--- src/hw/rtl/ptc_ram.sv ---
// ============================================================================
// ptc_ram
// Generic single-clock RAM, one write and one read port, registered read.
// ============================================================================
module ptc_ram #(
    parameter int WIDTH = 8,
    parameter int DEPTH = 16
) (
    input  logic                     clk,
    input  logic                     wr_en,
    input  logic [$clog2(DEPTH)-1:0] wr_addr,
    input  logic [WIDTH-1:0]         wr_data,
    input  logic                     rd_en,
    input  logic [$clog2(DEPTH)-1:0] rd_addr,
    output logic [WIDTH-1:0]         rd_data
);

    logic [WIDTH-1:0] mem [DEPTH];
    logic [WIDTH-1:0] rd_data_reg;

    always_ff @(posedge clk)
    begin
        if (wr_en)
        begin
            mem[wr_addr] <= wr_data;
        end
        if (rd_en)
        begin
            rd_data_reg <= mem[rd_addr];
        end
    end

    assign rd_data = rd_data_reg;

endmodule

--- config.mk ---
export PLATFORM = sky130hd
export DESIGN_NAME = ptc_ram
export DESIGN_NICKNAME = d
export VERILOG_FILES = /design/src/hw/rtl/ptc_ram.sv
export SDC_FILE = /design/constraint.sdc
export NUM_CORES = 1
export LEC_CHECK = 0
export BUFFER_PORTS_ARGS = -buffer_cell sky130_fd_sc_hd__clkbuf_2
export CAP_MARGIN = 20
export CORE_ASPECT_RATIO = 0.6
export CORE_MARGIN = 8
export CORE_UTILIZATION = 30
export CTS_BUF_LIST = sky130_fd_sc_hd__clkbuf_4 sky130_fd_sc_hd__clkbuf_8
export DETAILED_ROUTE_END_ITERATION = 8
export PLACE_DENSITY = 0.55
export SKIP_LAST_GASP = 1
export SLEW_MARGIN = 25
export SYNTH_ARGS = -nofsm -noshare
export SYNTH_HDL_FRONTEND = slang
export SYNTH_SLANG_ARGS = --single-unit
--- constraint.sdc ---
create_clock -name clk -period 2.45 [get_ports clk]
set_clock_uncertainty 0.2 [all_clocks]
set_input_delay 0.245 -clock clk [delete_from_list [all_inputs] [get_ports clk]]
set_output_delay 0.245 -clock clk [all_outputs]
set_load 0.05 [all_outputs]
* After elaboration in Yosys (flattened, before gate mapping)
Memories as Yosys holds them, arrays and structs flattened. A register that Yosys moved wholly into a read port is not among the register bits. Cells that the tools add are included.
Storage, ports and cells: memories kept 1, register bits 0, word-level logic and storage cells 3, memory bits (writable) 128, input port bits 19, output and inout port bits 8
Memories:
- mem | words 16, width 8, rd ports 1, clocked after Yosys merged registers in 1, wr ports 1, RTL line 18 | logic [WIDTH-1:0] mem [DEPTH];
Cells by class: multiplexer cells 2
Operators with widths (count):
- two-way mux 1 bit | 2

* Longest topological paths before layout
Gate-level depths: netlist (run 1).
depth in word-level cells 2, mapped depth 5, depth with buffers taken out 3

* Worst setup path before layout (run 1)
OpenSTA, ideal clock, no wires.
kind input port to flip-flop, start in wr_addr[2], end mem mem[0][0] (enable), stages on the path 2, data required time 1.867 ns, library setup time 0.383 ns, setup slack 0.512 ns, path buffers 0, arrival time 1.355 ns, cells stage by stage or3b_2 -> nor3_1
RTL lines:
- start, declared | RTL line 11 | input logic [$clog2(DEPTH)-1:0] wr_addr,
- end, declared | RTL line 18
Straight into the memory's write port.

==> results of run 1 <==
[metrics by stage]
stage,cells,util (%)
finish,532,35.99
CTS,532,35.99
global route,532,35.99
detailed placement,500,33.57
floorplan,229,-
global placement,500,33.57
[routing by layer]
| layer | routed length (µm) | track usage, % |
|---|---|---|
| met1 | 6011 | 15.46 |
| met2 | 4446 | 13.58 |
| met3 | 637 | 3.200 |
| met4 | 98 | 3.287 |
| met5 | 0 | 0 |
[worst max-delay path, cell delays in order (launching register included)]
cell	delay (ns)
edfxtp_1	0.38
mux4_2	0.48
a22oi_1	0.24
nand2_1	0.18
[kinds of logic (layout without fill, tap and decap cells)]
family | Yosys count | count (layout) | share of synthesized area (%)
AOI/OAI and AO/OA | 16 | 16 | 2.298
and+or+nand+nor | 35 | 35 | 3.136
DFF | 136 | 136 | 78.12
buffers and inverters | 10 | 79 | 1.651
muxes | 32 | 32 | 14.79
[worst max path at each step]
stage                              from                   end  slack, ns  depth (start not counted)
floorplan                    wr_addr[2]   mem[0][0]$_DFFE_PP_       0.51                          2
global route        mem[3][7]$_DFFE_PP_  rd_data[7]$_DFFE_PP_       0.58                          3
finish              mem[3][7]$_DFFE_PP_  rd_data[7]$_DFFE_PP_       0.69                          3
global placement             rd_addr[1]  rd_data[6]$_DFFE_PP_       0.33                          5
CTS                 mem[3][6]$_DFFE_PP_  rd_data[6]$_DFFE_PP_       0.68                          3
detailed placement           rd_addr[1]  rd_data[6]$_DFFE_PP_       0.33                          5
[cell usage in the layout (no fill, tap or decap), drive strengths merged, types with 3 or more instances in the layout]
cell	Yosys	final
nand2	9	9
nor2	13	13
mux4	32	32
edfxtp	136	136
clkbuf	0	44
a22oi	16	16
inv	0	3
bufinv	0	3
clkinv	0	4
nor3	4	4
clkinvlp	0	4
buf	7	21
[final cells by class]
class,instances,area [µm²],area share (%)
Timing Repair Buffer,47,300.3,4.884
Clock buffer,18,241.5,3.928
Multi-Input combinational cell,83,1057,17.20
Sequential cell,136,4084,66.42
Tap cell,234,292.8,4.762
Clock inverter,14,172.7,2.808
[power breakdown]
| part | total, mW | switching (mW) | internal, mW | leakage [nW] |
|---|---|---|---|---|
| Combinational | 0.283 | 0.181 | 0.102 | 0.593 |
| Sequential | 2.63 | 0.0155 | 2.62 | 1.24 |
| Clock | 1.92 | 0.900 | 1.02 | 0.197 |
| Total | 4.84 | 1.10 | 3.74 | 2.03 |
==> out/results.tsv, run 1 <==
metric	value	unit
clock sinks	136	
Leak	2.027	nW
Area contributors post-synth	edfxtp_1 78%, mux4_2 7.8%, mux4_1 7.0%	
sequential fraction of the synthesis area	78.12	%
clk root buf	clkbuf_8	
DP Wirelength	7592	µm
R2R Path Start	mem[3][7]$_DFFE_PP_	
Initial Util	30.60	%
chip width	186.4	µm
Yosys warnings	0	
clk_lat worst skew	0.43	ns
leading area contributor after synthesis	edfxtp_1	
first-pass GRT wire length	16600	µm
Crit. End Element	flip-flop	
area delta synth->final	17.62	%
maximum vdd drop	319.2	µV
setup violators final	0	
CTS clock-pin slew for the worst setup and hold paths	0.08	ns
Post-Syn Nets	248	
worst r2r dst	rd_data[7]$_DFFE_PP_	
initial antenna violation count	0	
First DRT Iteration DRCs	286	
Die Height	118.3	µm
post-synth cell types	18	
Worst setup SP type	flip-flop	
routability congestion estimate	0.7041	
Core ar.	17080	µm²
period utilisation layout	71.69	%
hold_ws	0.02971	ns
CTS tree	yes	
PwrDens	787.2	nW/µm²
crit path max fanout	1	
kind of critical path	reg2reg	
post-route cell area	6148	µm²
Slew Limit Fails	0	
WHS Endpoint	mem[9][7]$_DFFE_PP_	
clock buffer count from CTS	17	
worst slew pin tran	0.6810	ns
Hold-fix buffers, CTS	0	
top cells by instance count after synthesis	136 x edfxtp_1, 18 x mux4_2, 16 x a22oi_1	
Hold Fails Final Rpt	0	
max_cap viols	0	
min-delay src	wr_data[7]	
fraction of layout cells with a size suffix above 1	32.55	%
vias	2484	
setup TNS	0	ns
I/O pin count	27	
Total Power	4.840	mW
arrival time worst endpoint	1.70	ns
FFs w/ async S/R, synth	0	%
status	finished clean	
area of the mapped netlist	5228	µm²
DRC	0	
fmax	0.5693	GHz
Antenna diodes	0	
routed len/inst	21.04	µm
RSZ-0062 raised after global routing	false	
prevailing post-synth register cell	edfxtp_1	
Mean Syn Cell Area	22.83	µm²
# H-tree levels	4	
First-pass DRT Iterations	6	
maximum buffer depth of the clock tree	2	
post-route ant nets	0	
Syn Inst Count	229	
row count	37	
r2r setup slk	0.69	ns
Post-synth EDFFs	136	
Final min period	1.756	ns
hold depth	1	
vias in the first global route	2582	
max reg flops	128	
Fill cells	1595	
vias per inst	4.669	
post-CTS repair timing setup buffer count	0	
# port buffers	26	
largest net degree at the start of global routing	18	
Hold WC Path Type	in2reg	
Slew HR	54.43	%
Seq cells post-synth	136	
count leader, synth	edfxtp_1	
Synth top area share	78.12	%
Total Routing Usage GR	10.25	%
worst r2r path cells	3	
final layout net count	304	
placed inst area	5734	µm²
Die ar.	22040	µm²
CP required	2.40	ns
Total Wirelength	11190	µm
DP Worst Slack	0.3305	ns
Post-CTS Resized	0	
global route total overflow	0	
setup ws final	0.6935	ns
Power figures use the tool's default switching activity.
==> run 2, diff against run 1 <==
==> constraint.sdc (replaced) <==
create_clock -name clk -period 1.7 [get_ports clk]
set_clock_uncertainty 0.2 [all_clocks]
set_input_delay 0.17 -clock clk [delete_from_list [all_inputs] [get_ports clk]]
set_output_delay 0.17 -clock clk [all_outputs]
set_load 0.05 [all_outputs]
==> out/results.tsv, run 2 (same netlist as run 1, synthesis figures left out) <==
metric	value	unit
Leak	2.141	nW
area delta synth->final	22.00	%
Fill cells	1568	
storage element area	4084	µm²
Largest delay share family, worst path	multiplexers	
post-CTS repair timing setup buffer count	0	
Worst setup SP type	flip-flop	
CTS clock-pin slew for the worst setup and hold paths	0.08	ns
initial antenna violation count	0	
chip width	186.4	µm
Hold Fails Final Rpt	0	
Total Wirelength	11540	µm
DRC	0	
kind of critical path	reg2reg	
max_cap viols	0	
routability congestion estimate	0.7580	
worst slew pin tran	0.8830	ns
setup violators final	0	
CP required	1.68	ns
Total Routing Usage GR	10.87	%
largest net degree at the start of global routing	17	
vias per inst	4.692	
First DRT Iteration DRCs	188	
DP Wirelength	7862	µm
fin util	37.33	%
clock sinks	136	
final layout net count	324	
First-pass DRT Iterations	4	
post-route ant nets	0	
clk root buf	clkbuf_8	
hold_ws	0.1117	ns
CP max-delay cell	mux4_1	
clock buffer count from CTS	17	
I/O pin count	27	
Die Height	118.3	µm
setup TNS	0	ns
CTS tree	yes	
Slew HR	41.01	%
clk_lat worst skew	0.43	ns
# port buffers	26	
Crit. End Element	flip-flop	
routed len/inst	20.90	µm
max reg flops	128	
Buf/Inv on CP	0	
Slew Limit Fails	0	
Initial Util	30.60	%
most frequent cells in the layout	136 x edfxtp_1, 29 x buf_4, 26 x clkbuf_2	
placed insts	511	
fraction of layout cells with a size suffix above 1	34.59	%
maximum vdd drop	557.9	µV
Hold WC Path Type	in2reg	
vias in the first global route	2725	
crit path max fanout	1	
fmax	0.5933	GHz
arrival time worst endpoint	1.66	ns
maximum buffer depth of the clock tree	2	
row count	37	
Antenna diodes	0	
commonest non-fill, non-tap cell in the layout	edfxtp_1	
period utilisation layout	99.14	%
global route total overflow	0	
first-pass GRT wire length	17440	µm
RSZ-0062 raised after global routing	true	
Final min period	1.685	ns
Total Power	7.142	mW
PwrDens	1120	nW/µm²
vias	2590	
Die ar.	22040	µm²
Cell Count, Final, Fillers Out	552	
# H-tree levels	4	
multi-input logic area	1070	µm²
crit path cell chain	mux4_1, a22oi_1, nand2_1	
status	finished clean	
Core ar.	17080	µm²
max incr delay on CP	0.51	ns
## run 2: changes by cell type in the layout (fill, tap and decap cells not counted), sizes merged
cell,before,now
buf,21,32
dlygate4sd3,0,9
clkinv,4,5
bufinv,3,4
clkbuf,44,43
clkinvlp,4,3
## run 2: per-layer routing
layer / wire (µm) / track usage, %
met3: 802 / 4.551
met5: 0 / 0
met4: 104 / 2.839
met2: 4554 / 14.15
met1: 6075 / 16.13
## run 2: metrics by stage
| stage | worst slack, ns | cell area (µm²) |
|---|---|---|
| floorplan | 0.04759 | 5233 |
| global placement | -0.2369 | 5847 |
| detailed placement | -0.2441 | 5847 |
| CTS | 0.01630 | 6375 |
| global route | -0.03488 | 6377 |
| finish | 0.01458 | 6377 |
## run 2: area by class of cell
type,instances,share of cell area (%)
flip-flops and latches,136,64.04
well taps,234,4.591
multi-input cells,83,16.77
clock inverters,15,3.119
repair buffers,67,7.809
clock buffers,17,3.669
## run 2: power breakdown
group          switching (mW)  total, mW  internal, mW
Clock                    1.29       2.90          1.60
Sequential             0.0260       3.80          3.77
Combinational           0.269      0.448         0.179
## run 2: final timing paths
check / start / endpoint / slack, ns / depth (start not counted)
setup / recovery: mem[9][2]$_DFFE_PP_ / rd_data[2]$_DFFE_PP_ / 0.01 / 3
hold reg to reg: mem[4][0]$_DFFE_PP_ / rd_data[0]$_DFFE_PP_ / 0.56 / 3
setup reg to reg: mem[9][2]$_DFFE_PP_ / rd_data[2]$_DFFE_PP_ / 0.01 / 3
hold / removal: wr_addr[0] / mem[4][5]$_DFFE_PP_ / 0.11 / 3
## run 2: tightest hold or removal path, cell delays in order
cell	delay, ns
clkbuf_2	0.17
nor3_1	0.09
buf_4	0.15
## run 2: repair_timing
action	4_1_cts	5_1_grt
endpoints found under the setup margin	1	3
endpoints found under the hold margin	127	0
gates resized for setup	1	1
pin swaps	1	0
hold buffers	9	0
==> run 3, diff against run 2 <==
--- a/config.mk
+++ b/config.mk
@@ -7,7 +7,7 @@
 export LEC_CHECK = 0
 export BUFFER_PORTS_ARGS = -buffer_cell sky130_fd_sc_hd__clkbuf_2
 export CAP_MARGIN = 20
-export CORE_ASPECT_RATIO = 0.6
+export CORE_ASPECT_RATIO = 1.75
 export CORE_MARGIN = 8
 export CORE_UTILIZATION = 30
 export CTS_BUF_LIST = sky130_fd_sc_hd__clkbuf_4 sky130_fd_sc_hd__clkbuf_8
==> out/results.tsv, run 3 (same netlist as run 1, synthesis figures left out) <==
metric	value	unit
status	finished clean	
arrival time worst endpoint	1.62	ns
r2r setup slk	0.06	ns
Die ar.	22070	µm²
setup ws final	0.05941	ns
CTS tree	yes	
max reg flops	128	
initial antenna violation count	0	
setup violators final	0	
clock sinks	136	
Hold Fails Final Rpt	0	
post-route ant nets	0	
chip width	115.8	µm
clock buffer count from CTS	17	
Initial Util	30.22	%
Leak	2.088	nW
Slew Limit Fails	0	
DP Worst Slack	-0.1823	ns
worst slew pin tran	0.6961	ns
CTS clock-pin slew for the worst setup and hold paths	0.08	ns
routed len/inst	19.65	µm
clk root buf	clkbuf_8	
worst r2r path cells	3	
multi-input logic area	1064	µm²
PwrDens	1092	nW/µm²
Total Routing Usage GR	10.48	%
Antenna diodes	0	
global route total overflow	0	
maximum buffer depth of the clock tree	2	
Worst setup SP type	flip-flop	
vias in the first global route	2782	
kind of critical path	reg2reg	
max_cap viols	0	
DRC	0	
CP required	1.68	ns
Core ar.	17300	µm²
# H-tree levels	4	
Die Height	190.6	µm
routability congestion estimate	0.7075	
most frequent cells in the layout	136 x edfxtp_1, 26 x clkbuf_2, 20 x buf_4	
maximum vdd drop	425.3	µV
Hold WC Path Type	in2reg	
Total Wirelength	10630	µm
area delta synth->final	20.34	%
CP endpoint	rd_data[1]$_DFFE_PP_	
vias	2499	
RSZ-0062 raised after global routing	true	
largest net degree at the start of global routing	19	
Fill cells	1658	
Critical Path Start	mem[5][1]$_DFFE_PP_	
vias per inst	4.619	
setup TNS	0	ns
fmax	0.6095	GHz
crit path max fanout	1	
final layout net count	316	
First DRT Iteration DRCs	122	
R2R Path Start	mem[5][1]$_DFFE_PP_	
Total Power	6.869	mW
fraction of layout cells with a size suffix above 1	32.58	%
first-pass GRT wire length	16480	µm
period utilisation layout	96.51	%
DP Wirelength	7490	µm
storage element area	4084	µm²
First-pass DRT Iterations	4	
commonest non-fill, non-tap cell in the layout	edfxtp_1	
I/O pin count	27	
Slew HR	53.42	%
worst r2r dst	rd_data[1]$_DFFE_PP_	
Final min period	1.641	ns
row count	64	
Crit. End Element	flip-flop	
clk_lat worst skew	0.41	ns
# port buffers	26	
## run 3: worst min path at each step
stage	from	endpoint	slack, ns	depth (start not counted)
2_1_floorplan	wr_data[0]	mem[0][0]$_DFFE_PP_	0.07	0
3_3_place_gp	wr_data[7]	mem[6][7]$_DFFE_PP_	0.36	1
3_5_place_dp	rd_en	rd_data[7]$_DFFE_PP_	0.37	1
4_1_cts	wr_addr[1]	mem[0][4]$_DFFE_PP_	0.09	3
5_1_grt	wr_addr[0]	mem[0][4]$_DFFE_PP_	0.11	3
6_report	wr_addr[1]	mem[0][4]$_DFFE_PP_	0.12	3
## run 3: stage by stage
stage / util, % / instance area (µm²) / hold slack [ns] / instances
floorplan: - / 5233 / 0.06887 / 229
global route: 36.37 / 6291 / 0.1051 / 541
detailed placement: 33.51 / 5796 / 0.3750 / 500
global placement: 33.51 / 5796 / 0.3650 / 500
finish: 36.37 / 6291 / 0.1232 / 541
CTS: 36.36 / 6290 / 0.09266 / 541
## run 3: critical path: stages (launching register included)
cell and delay (ns):
edfxtp_1 0.37, mux4_1 0.54, a22oi_1 0.21, nand2_1 0.08
## run 3: per-layer routing
metal / part of all wire (%) / GRT usage (%)
met1: 38 / 10.64
met2: 58 / 19.06
met3: 2.5 / 3.013
met4: 2.1 / 4.817
met5: 0 / 0
## run 3: cell type report
class | instances | share of cell area, %
clock inverters | 13 | 2.466
flip-flops and latches | 136 | 64.92
repair buffers | 59 | 7.160
multi-input cells | 83 | 16.91
well taps | 231 | 4.594
clock buffers | 19 | 3.958
## run 3: report_power, final
| part | switching, mW | internal (mW) |
|---|---|---|
| clock | 1.18 | 1.47 |
| sequential | 0.0170 | 3.77 |
| combinational | 0.258 | 0.174 |
| total | 1.45 | 5.42 |
## run 3: repair_timing
| action | in CTS | in global routing |
|---|---|---|
| setup endpoints to repair | 0 | 3 |
| buffers inserted | 0 | 0 |
| resized for setup | 0 | 2 |
| hold buffers | 9 | 0 |
| hold endpoints to repair | 132 | 0 |
