$ cat src/hw/rtl/ptc_pkg.sv
// ============================================================================
// ptc_pkg
// Shared types and constants of the prefix tree counter.
// ============================================================================
package ptc_pkg;

    localparam int NODE_COUNT = 1024;
    localparam int NODE_W     = $clog2(NODE_COUNT);
    localparam int SYM_W      = 8;
    localparam int COUNT_W    = 16;

    localparam logic [COUNT_W-1:0] COUNT_MAX  = '1;
    localparam logic [NODE_W-1:0]  ROOT_NODE  = '0;
    localparam logic [NODE_W-1:0]  NO_LINK    = '0;
    localparam logic [NODE_W-1:0]  LAST_NODE  = NODE_W'(NODE_COUNT - 1);

    localparam logic KIND_INSERT = 1'b0;
    localparam logic KIND_COUNT  = 1'b1;

    localparam logic STATUS_OK   = 1'b0;
    localparam logic STATUS_FULL = 1'b1;

    // One pool entry as held in the node memory
    typedef struct packed {
        logic [SYM_W-1:0]   symbol;
        logic [NODE_W-1:0]  child;
        logic [NODE_W-1:0]  sibling;
        logic [COUNT_W-1:0] count;
    } node_t;

    localparam int NODE_BITS = $bits(node_t);

    typedef struct packed {
        logic               rd_en;
        logic [NODE_W-1:0]  rd_addr;
        logic               wr_en;
        logic [NODE_W-1:0]  wr_addr;
        node_t              wr_data;
    } mem_cmd_t;

    typedef struct packed {
        logic [COUNT_W-1:0] occurrences;
        logic               status;
    } result_t;

    typedef enum logic [2:0] {
        S_IDLE,
        S_LOOK,
        S_CMP,
        S_NOHIT,
        S_LINK,
        S_DONE
    } state_t;

endpackage

$ cat src/hw/rtl/ptc_channels.sv
// ============================================================================
// ptc_channels
// Valid/ready channel interfaces for byte requests and count responses.
// ============================================================================
interface ptc_req_if;
    logic                      valid;
    logic                      ready;
    logic                      kind;
    logic [ptc_pkg::SYM_W-1:0] symbol;
    logic                      last;

    modport source (output valid, output kind, output symbol, output last, input ready);
    modport sink   (input valid, input kind, input symbol, input last, output ready);
endinterface


$ cat src/hw/rtl/ptc_ctrl.sv
// ============================================================================
// ptc_ctrl
// Trie walker: sibling-list search, node allocation and count update.
// ============================================================================
module ptc_ctrl (
    input  logic                 clk,
    input  logic                 rst_n,
    ptc_req_if.sink              req,
    output ptc_pkg::mem_cmd_t    mem_cmd,
    input  ptc_pkg::node_t       rd_data,
    input  logic                 slot_free,
    output logic                 res_valid,
    output ptc_pkg::result_t     res
);

    ptc_pkg::state_t state_reg, state_next;

    // control state
    logic [ptc_pkg::NODE_W-1:0] cursor_reg, cursor_next;
    logic [ptc_pkg::NODE_W-1:0] root_child_reg, root_child_next;
    logic [ptc_pkg::NODE_W-1:0] nodes_used_reg, nodes_used_next;
    logic                       miss_reg, miss_next;
    logic                       full_reg, full_next;

    // payload
    logic                       kind_reg, kind_next;
    logic [ptc_pkg::SYM_W-1:0]  sym_reg, sym_next;
    logic                       last_reg, last_next;
    logic [ptc_pkg::NODE_W-1:0] link_reg, link_next;
    ptc_pkg::node_t             cur_word_reg, cur_word_next;

    logic [ptc_pkg::NODE_W-1:0]  cursor_child;
    logic [ptc_pkg::NODE_W-1:0]  fresh;
    ptc_pkg::node_t              fresh_word;
    ptc_pkg::node_t              link_word;
    ptc_pkg::node_t              count_word;
    logic [ptc_pkg::COUNT_W-1:0] inc_count;
    logic                        accept;
    logic                        hit;
    logic                        pool_full;
    logic                        finish;

    // The cursor's own entry is cached, so only sibling nodes are read.
    assign cursor_child = (cursor_reg == ptc_pkg::ROOT_NODE) ? root_child_reg
                                                             : cur_word_reg.child;
    assign fresh     = nodes_used_reg + 1'b1;
    assign pool_full = (nodes_used_reg == ptc_pkg::LAST_NODE);
    assign hit       = (rd_data.symbol == sym_reg);
    assign accept    = req.valid && req.ready;
    assign finish    = (state_reg == ptc_pkg::S_DONE) && last_reg && slot_free;
    assign inc_count = (cur_word_reg.count == ptc_pkg::COUNT_MAX) ? cur_word_reg.count
                                                                  : cur_word_reg.count + 1'b1;

    always_comb
    begin
        fresh_word         = '0;
        fresh_word.symbol  = sym_reg;
        fresh_word.child   = ptc_pkg::NO_LINK;
        fresh_word.sibling = cursor_child;
        link_word          = cur_word_reg;
        link_word.child    = fresh;
        count_word         = cur_word_reg;
        count_word.count   = inc_count;
    end

    // next state
    always_comb
    begin
        state_next = state_reg;
        case (state_reg)
            ptc_pkg::S_IDLE:
            begin
                if (accept)
                begin
                    state_next = (miss_reg || full_reg) ? ptc_pkg::S_DONE : ptc_pkg::S_LOOK;
                end
            end
            ptc_pkg::S_LOOK:
            begin
                state_next = (cursor_child == ptc_pkg::NO_LINK) ? ptc_pkg::S_NOHIT
                                                                : ptc_pkg::S_CMP;
            end
            ptc_pkg::S_CMP:
            begin
                if (hit)
                begin
                    state_next = ptc_pkg::S_DONE;
                end
                else if (rd_data.sibling == ptc_pkg::NO_LINK)
                begin
                    state_next = ptc_pkg::S_NOHIT;
                end
            end
            ptc_pkg::S_NOHIT:
            begin
                state_next = (kind_reg == ptc_pkg::KIND_COUNT || pool_full) ? ptc_pkg::S_DONE
                                                                            : ptc_pkg::S_LINK;
            end
            ptc_pkg::S_LINK:
            begin
                state_next = ptc_pkg::S_DONE;
            end
            ptc_pkg::S_DONE:
            begin
                if (!last_reg || slot_free)
                begin
                    state_next = ptc_pkg::S_IDLE;
                end
            end
            default:
            begin
                state_next = ptc_pkg::S_IDLE;
            end
        endcase
    end

    // outputs: memory commands, handshake, result
    always_comb
    begin
        mem_cmd   = '0;
        req.ready = 1'b0;
        res_valid = 1'b0;
        res.status      = full_reg ? ptc_pkg::STATUS_FULL : ptc_pkg::STATUS_OK;
        res.occurrences = '0;
        if (!miss_reg && !full_reg)
        begin
            res.occurrences = (kind_reg == ptc_pkg::KIND_INSERT) ? inc_count
                                                                 : cur_word_reg.count;
        end
        case (state_reg)
            ptc_pkg::S_IDLE:
            begin
                req.ready = 1'b1;
            end
            ptc_pkg::S_LOOK:
            begin
                mem_cmd.rd_en   = (cursor_child != ptc_pkg::NO_LINK);
                mem_cmd.rd_addr = cursor_child;
            end
            ptc_pkg::S_CMP:
            begin
                // chase the next sibling right away
                mem_cmd.rd_en   = !hit && (rd_data.sibling != ptc_pkg::NO_LINK);
                mem_cmd.rd_addr = rd_data.sibling;
            end
            ptc_pkg::S_NOHIT:
            begin
                mem_cmd.wr_en   = (kind_reg == ptc_pkg::KIND_INSERT) && !pool_full;
                mem_cmd.wr_addr = fresh;
                mem_cmd.wr_data = fresh_word;
            end
            ptc_pkg::S_LINK:
            begin
                mem_cmd.wr_en   = (cursor_reg != ptc_pkg::ROOT_NODE);
                mem_cmd.wr_addr = cursor_reg;
                mem_cmd.wr_data = link_word;
            end
            ptc_pkg::S_DONE:
            begin
                res_valid       = finish;
                mem_cmd.wr_en   = finish && !miss_reg && !full_reg
                                  && (kind_reg == ptc_pkg::KIND_INSERT);
                mem_cmd.wr_addr = cursor_reg;
                mem_cmd.wr_data = count_word;
            end
            default:
            begin
                mem_cmd = '0;
            end
        endcase
    end

    // datapath next values
    always_comb
    begin
        cursor_next     = cursor_reg;
        root_child_next = root_child_reg;
        nodes_used_next = nodes_used_reg;
        miss_next       = miss_reg;
        full_next       = full_reg;
        kind_next       = kind_reg;
        sym_next        = sym_reg;
        last_next       = last_reg;
        link_next       = link_reg;
        cur_word_next   = cur_word_reg;
        case (state_reg)
            ptc_pkg::S_IDLE:
            begin
                if (accept)
                begin
                    kind_next = req.kind;
                    sym_next  = req.symbol;
                    last_next = req.last;
                end
            end
            ptc_pkg::S_LOOK:
            begin
                link_next = cursor_child;
            end
            ptc_pkg::S_CMP:
            begin
                if (hit)
                begin
                    cursor_next   = link_reg;
                    cur_word_next = rd_data;
                end
                else
                begin
                    link_next = rd_data.sibling;
                end
            end
            ptc_pkg::S_NOHIT:
            begin
                if (kind_reg == ptc_pkg::KIND_COUNT)
                begin
                    miss_next = 1'b1;
                end
                else if (pool_full)
                begin
                    full_next = 1'b1;
                end
            end
            ptc_pkg::S_LINK:
            begin
                if (cursor_reg == ptc_pkg::ROOT_NODE)
                begin
                    root_child_next = fresh;
                end
                nodes_used_next = fresh;
                cursor_next     = fresh;
                cur_word_next   = fresh_word;
            end
            ptc_pkg::S_DONE:
            begin
                if (finish)
                begin
                    cursor_next = ptc_pkg::ROOT_NODE;
                    miss_next   = 1'b0;
                    full_next   = 1'b0;
                end
            end
            default:
            begin
                cursor_next = cursor_reg;
            end
        endcase
    end

    always_ff @(posedge clk or negedge rst_n)
    begin
        if (!rst_n)
        begin
            state_reg      <= ptc_pkg::S_IDLE;
            cursor_reg     <= ptc_pkg::ROOT_NODE;
            root_child_reg <= ptc_pkg::NO_LINK;
            nodes_used_reg <= '0;
            miss_reg       <= 1'b0;
            full_reg       <= 1'b0;
        end
        else
        begin
            state_reg      <= state_next;
            cursor_reg     <= cursor_next;
            root_child_reg <= root_child_next;
            nodes_used_reg <= nodes_used_next;
            miss_reg       <= miss_next;
            full_reg       <= full_next;
        end
    end

    always_ff @(posedge clk)
    begin
        kind_reg     <= kind_next;
        sym_reg      <= sym_next;
        last_reg     <= last_next;
        link_reg     <= link_next;
        cur_word_reg <= cur_word_next;
    end

    // ------------------------------------------------------------------------
    a_pool_grows: assert property (@(posedge clk) disable iff (!rst_n)
        1'b1 |=> (nodes_used_reg >= $past(nodes_used_reg)))
        else $error("node pool count went backwards");

    a_flags_exclusive: assert property (@(posedge clk) disable iff (!rst_n)
        !(miss_reg && full_reg))
        else $error("miss and full flags both set");

    a_no_root_read: assert property (@(posedge clk) disable iff (!rst_n)
        mem_cmd.rd_en |-> (mem_cmd.rd_addr != ptc_pkg::ROOT_NODE))
        else $error("read of the root entry");

    a_alloc_in_range: assert property (@(posedge clk) disable iff (!rst_n)
        (mem_cmd.wr_en && state_reg == ptc_pkg::S_NOHIT) |-> !pool_full)
        else $error("allocation beyond the node pool");

    a_result_has_slot: assert property (@(posedge clk) disable iff (!rst_n)
        res_valid |-> (slot_free && last_reg))
        else $error("result issued without a free output slot");

endmodule
$ cat src/flat_wrapper.sv
// flat-port wrapper written by rule: the top's interface ports become plain ports
module ptc_ctrl_flat 
  (clk, rst_n, mem_cmd, rd_data, slot_free, res_valid, res, req_valid, req_kind, req_symbol, req_last, req_ready);
  ptc_req_if req_i ();
  input  logic clk;
  input  logic rst_n;
  output ptc_pkg::mem_cmd_t mem_cmd;
  input  ptc_pkg::node_t rd_data;
  input  logic slot_free;
  output logic res_valid;
  output ptc_pkg::result_t res;
  input wire logic [$bits(req_i.valid)-1:0] req_valid;
  input wire logic [$bits(req_i.kind)-1:0] req_kind;
  input wire logic [$bits(req_i.symbol)-1:0] req_symbol;
  input wire logic [$bits(req_i.last)-1:0] req_last;
  output wire logic [$bits(req_i.ready)-1:0] req_ready;
  assign req_i.valid = req_valid;
  assign req_i.kind = req_kind;
  assign req_i.symbol = req_symbol;
  assign req_i.last = req_last;
  assign req_ready = req_i.ready;
  ptc_ctrl u_core (.clk(clk), .rst_n(rst_n), .req(req_i), .mem_cmd(mem_cmd), .rd_data(rd_data), .slot_free(slot_free), .res_valid(res_valid), .res(res));
endmodule
$ cat config.mk
export PLATFORM = sky130hd
export DESIGN_NAME = ptc_ctrl_flat
export DESIGN_NICKNAME = d
export VERILOG_FILES = /design/src/hw/rtl/ptc_pkg.sv /design/src/hw/rtl/ptc_channels.sv /design/src/hw/rtl/ptc_ctrl.sv /design/src/flat_wrapper.sv
export SDC_FILE = /design/constraint.sdc
export NUM_CORES = 1
export LEC_CHECK = 0
export ABC_AREA = 1
export BUFFER_PORTS_ARGS = -buffer_cell sky130_fd_sc_hd__buf_2
export CAP_MARGIN = 10
export CORE_ASPECT_RATIO = 0.8
export CORE_MARGIN = 8
export CORE_UTILIZATION = 25
export CTS_CLUSTER_DIAMETER = 50
export DETAILED_ROUTE_END_ITERATION = 10
export GPL_ROUTABILITY_DRIVEN = 0
export PLACE_DENSITY = 0.42
export SYNTH_ARGS = -nofsm -noshare
export SYNTH_HDL_FRONTEND = slang
export SYNTH_SLANG_ARGS = --single-unit
$ cat constraint.sdc
create_clock -name clk -period 5.65 [get_ports clk]
set_input_delay 1.13 -clock clk [delete_from_list [all_inputs] [get_ports clk]]
set_output_delay 1.13 -clock clk [all_outputs]
set_load 0.02 [all_outputs]
Word-level counts from Yosys, hierarchy flattened
Index checks and enable logic that the tools add are counted.
- bits in registers: 99
- output and inout port bits: 85
- logic and storage cells: 100
- $add $sub $neg: 2
- equality and inequality tests: 17
- multiplexer cells: 30
- bitwise logic cells: 1
- reductions and logical operators: 36
- operator list (cell ; number):
    $pmux W55 S3 ; 1
    $pmux W44 S2 ; 1
    $mux W16 ; 3
    $mux W44 ; 1
    $mux W10 ; 4
    $logic_not A10 Y1 ; 3
    $pmux W10 S3 ; 1
    $reduce_bool A10 Y1 ; 3
    $pmux W11 S2 ; 1
    $pmux W10 S2 ; 1
    $pmux W3 S6 ; 1
    $add A16 B1 Y16 const B ; 1
    $eq A16 B16 Y1 const B ; 1
    $mux W3 ; 5
    $add A10 B1 Y10 const B ; 1
    $eq A10 B10 Y1 const B ; 1
    $ne A2 B1 Y1 const B ; 5
    $logic_and A1 B1 Y1 ; 9
    $mux W1 ; 9
    $reduce_and A3 Y1 ; 3
    $eq A8 B8 Y1 ; 1
    $reduce_and A2 Y1 ; 4
    $eq A3 B2 Y1 const B ; 2
    $eq A3 B3 Y1 const B ; 2
    other kinds (11) ; 22

Depth between registers and ports, before layout
- depth in word-level cells: 7
- depth in mapped cells: 12
- depth with buffers taken out: 12

Worst setup path before layout
OpenSTA, ideal clock, no wires.
- path type: input to register
- start: in rd_data[39] in the netlist's numbering
- end: reg u_core.cur_word_reg, in the netlist u_core.count_word[16], enable pin
- setup time: 0.460 ns
- arrival time: 3.843 ns
- required time: 5.190 ns
- slack: 1.347 ns
- stages on the path: 7
- buffers on the path: 0
- cell sequence: xnor2_1 -> nand2_1 -> nor2_1 -> nand2_1 -> nand2_1 -> inv_1 -> a21oi_1
- word-level cells in the longest chain between the ends: 3
- RTL lines (what ; RTL line ; text):
    from (decl) ; flat_wrapper.sv:8 ; input ptc_pkg::node_t rd_data;
    $eq A8 B8 Y1 ; ptc_ctrl.sv:48 ; assign hit = (rd_data.symbol == sym_reg);
    $ne A2 B1 Y1 (no source line) ; - ;
    $reduce_and A2 Y1 (no source line) ; - ;
    to (signal assigned) ; ptc_ctrl.sv:277 ; cur_word_reg <= cur_word_next;
    to (decl) ; ptc_ctrl.sv:30 ; ptc_pkg::node_t cur_word_reg, cur_word_next;
Every way passes these cells.
A chain may end at the register's enable or synchronous reset.

==> flow_summary.toml <==
[run_status]
outcome = "completed"

[layout]
largest_register_ffs = 28
antenna-diode-count = 0
area.growth.synth_to_final_pct = 23.3
layoutNonFillerInstCount = 1184
final_nets = 933
share_of_final_layout_standard_cells_stronger_than_drive_strength_1_pct = 21.1

[logic_synthesis]
synth-edff-count = 64
synth_top_family_by_area = "simple AND/OR/NAND/NOR gates"
ys_types = 41
syn-instance-count = 743
synthXorXnorAreaFrac_pct = 2.28
synth_flop_type = "sky130_fd_sc_hd__edfxtp_1"
synth.net_count = 803
synth_seq_area_share_pct = 48.6
synth_compound_area_share_pct = 17.2
synthSimpleGateAreaFrac_pct = 21.3
post-synth-top-area-fraction_pct = 33.4
syn_area_um2 = 5760
synth_fa_ha_area_share_pct = 0.435
synth_largest_area_cell = "sky130_fd_sc_hd__edfxtp_1"
synth_commonest_cells = "174 x sky130_fd_sc_hd__nand2_1, 126 x sky130_fd_sc_hd__o21ai_0, 113 x sky130_fd_sc_hd__inv_1"
yosys_register_bits = 99
yosysWarningCount = 0
synthMuxAreaShare_pct = 0
syn-mean-instance-area_um2 = 7.75
ranking_of_synthesized_cells_by_area = "sky130_fd_sc_hd__edfxtp_1 33%, sky130_fd_sc_hd__dfrtp_1 15%, sky130_fd_sc_hd__nand2_1 11%"
ys_async_rst_share_pct = 35.4
post-synth-top-count-cell = "sky130_fd_sc_hd__nand2_1"

[die]
floorplan.core_area_um2 = 22600
start_util_pct = 25.5
die_area_um2 = 28200
dieHeight_um = 152
ios = 143
row_count = 49
die_width_um = 186

[clock_network]
clock_path_buffers = 2
ctsResizeCount = 0
cts_hold_buf = 0
postCtsSetupBuffers = 0
cts.clk_slew.worst_paths_ns = 0.07
cts_tree = "yes"
inserted_clock_buffers = 9
clock_h_tree_levels = 3
clock_latency_ns = 0.35
cts_root_buffer = "sky130_fd_sc_hd__clkbuf_16"
clock_sinks = 99

[critical_path]
critical_path_buf_inv_count = 2
critical_path_peak_fanout = 26
end_kind = "output pin"
timing.critical_path.slowest_stage_cell = "sky130_fd_sc_hd__clkinv_1"
reg2regPathDepth = 7
cp.depth = 5
critPathLaunchType = "flop"
max_stage_delay_ns = 0.89
critical_path_class = "flop to output pin"
worstPathCellList = "nand2_1, clkinv_1, nand2_1, o21ai_0, buf_2"
cp.required_ns = 4.52
critical_path.top_delay_family = "buffers and inverters"
worst-endpoint-arrival_ns = 2.82
cpMostUsedCell = "sky130_fd_sc_hd__nand2_1"

[placed_design]
portBuffers = 142
placed_instance_count = 1168
dp_hpwl_um = 15400

[drt]
routed_wire_length_per_instance_um = 16.9
drt_first_iter_violations = 380
routed_wl_um = 20000
antenna_violating_nets_post_route = 0
post-route-drc-count = 0
dr.pass1.iters = 7
vias_per_cell = 4.52
dr_total_vias = 5350

[sta]
rsz0062_at_grt = "no"
maxSlewViolCount = 0
finalCriticalPeriod_ns = 3.95
timing.slew.headroom_pct = 34.4
worstMarginPinSlew_ns = 0.981
report.final.hold_viol_count = 0
worst_hold_slack_ns = 0.502
worst_clock_skew_ns = 0.0134
fin_crit_sh_pct = 69.9
timing.final.setup_violations = 0
finalSetupTns_ns = 0
timing.fmax_ghz = 0.253

[grt]
first_global_vias = 5154
pin_count_of_the_biggest_net_entering_global_routing = 53
grt_resource_usage_total_pct = 14.2
grt_overflow = 0
grt_pass1_wl_um = 30500
antenna_found_initial = 2

[power_and_ir_drop]
pwr_cell_area_nw_per_um2 = 523
irDropWorstVdd_uv = 172
power.share.combinational_pct = 46.6
cellInternalPower_mw = 1.99
total_power_mw = 3.71
clock_power_share_pct = 18.4
sw_frac_of_total_pct = 46.3
switchingPower_mw = 1.72
power.leakage_nw = 3.34
p_seq_share_pct = 35.0

[worst_hold_path]
hold_path.class = "flop to flop"
worst_hold_path.num_cells = 2

[flow_run]
cap_violations = 0
## path summary, 6_finish.rpt
check | start | end | slack, ns
setup / recovery | u_core.state_reg[2] | mem_cmd[42] | 1.70
hold / removal | u_core.root_child_reg[7] | u_core.root_child_reg[7] | 0.50
hold reg to reg | u_core.root_child_reg[7] | u_core.root_child_reg[7] | 0.50
max in group asynchronous | rst_n | u_core.miss_reg | 4.21
min in group asynchronous | rst_n | u_core.nodes_used_reg[3] | 0.89
setup reg to reg | u_core.state_reg[0] | u_core.cur_word_reg[7] | 2.20
## final cells by class
| cell class | instances | area, µm² |
|---|---|---|
| inverter | 122 | 463 |
| fill | 2521 | 15500 |
| clock buffer | 11 | 233 |
| clock inverter | 5 | 85.1 |
| multi-input combinational | 495 | 2390 |
| timing repair buffer | 146 | 741 |
| tap | 306 | 383 |
| sequential | 99 | 2800 |
## cells by family (layout without fill, tap and decap cells)
kind of cell    after synthesis  count (layout)
xor+xnor                     15              15
compound gates              185             185
fa+ha+maj                     2               2
simple gates                293             293
flops                        99              99
buf+inv                     149             284
## per-layer routing
| layer | vias to the layer above | track usage (%) | wire, µm |
|---|---|---|---|
| met3 | 12 | 4.03 | 1340 |
| met4 | 4 | 2.85 | 116 |
| li1 | 2685 | - | - |
| met5 | - | 0 | 18 |
| met1 | 2497 | 20.1 | 9850 |
| met2 | 152 | 21.4 | 8680 |
## worst min-delay path: stages, from the launching register on
cell,delay (ns)
sky130_fd_sc_hd__dfrtp_1,0.35
sky130_fd_sc_hd__nand2_1,0.05
sky130_fd_sc_hd__o21ai_0,0.06
## metrics by stage
step | util [%] | worst slack [ns] | area, µm²
2_1_floorplan | - | 1.35 | 5760
3_3_place_gp | 30.0 | 1.91 | 6780
3_5_place_dp | 30.0 | 1.99 | 6780
4_1_cts | 31.4 | 1.59 | 7100
5_1_grt | 31.4 | 1.40 | 7100
6_report | 31.4 | 1.70 | 7100
## power groups by stage
stage / Clock, mW / Sequential [mW] / Combinational (mW)
global route: 0.730 / 1.34 / 1.92
detailed placement: 0 / 1.31 / 1.75
finish: 0.683 / 1.30 / 1.73
CTS: 0.706 / 1.30 / 1.75
global placement: 0 / 1.31 / 1.76
floorplan: 0 / 1.27 / 1.16
## cells in the final DEF, fill, tap and decap left out, drive strengths merged
cell,count
nand2,176
buf,146
o21ai,130
inv,120
nor2,71
edfxtp,64
dfrtp,35
a21oi,33
nand3,19
nor3,13
clkbuf,11
xnor2,8
xor2,7
o22ai,7
nand4,7
a31oi,7
o211ai,6
nor4,4
clkinv,4
or2,2
ha,2
bufinv,2
o21bai,1
a22oi,1
nand3b,1
clkinvlp,1
Note: power is estimated with default switching activity, not from simulation.
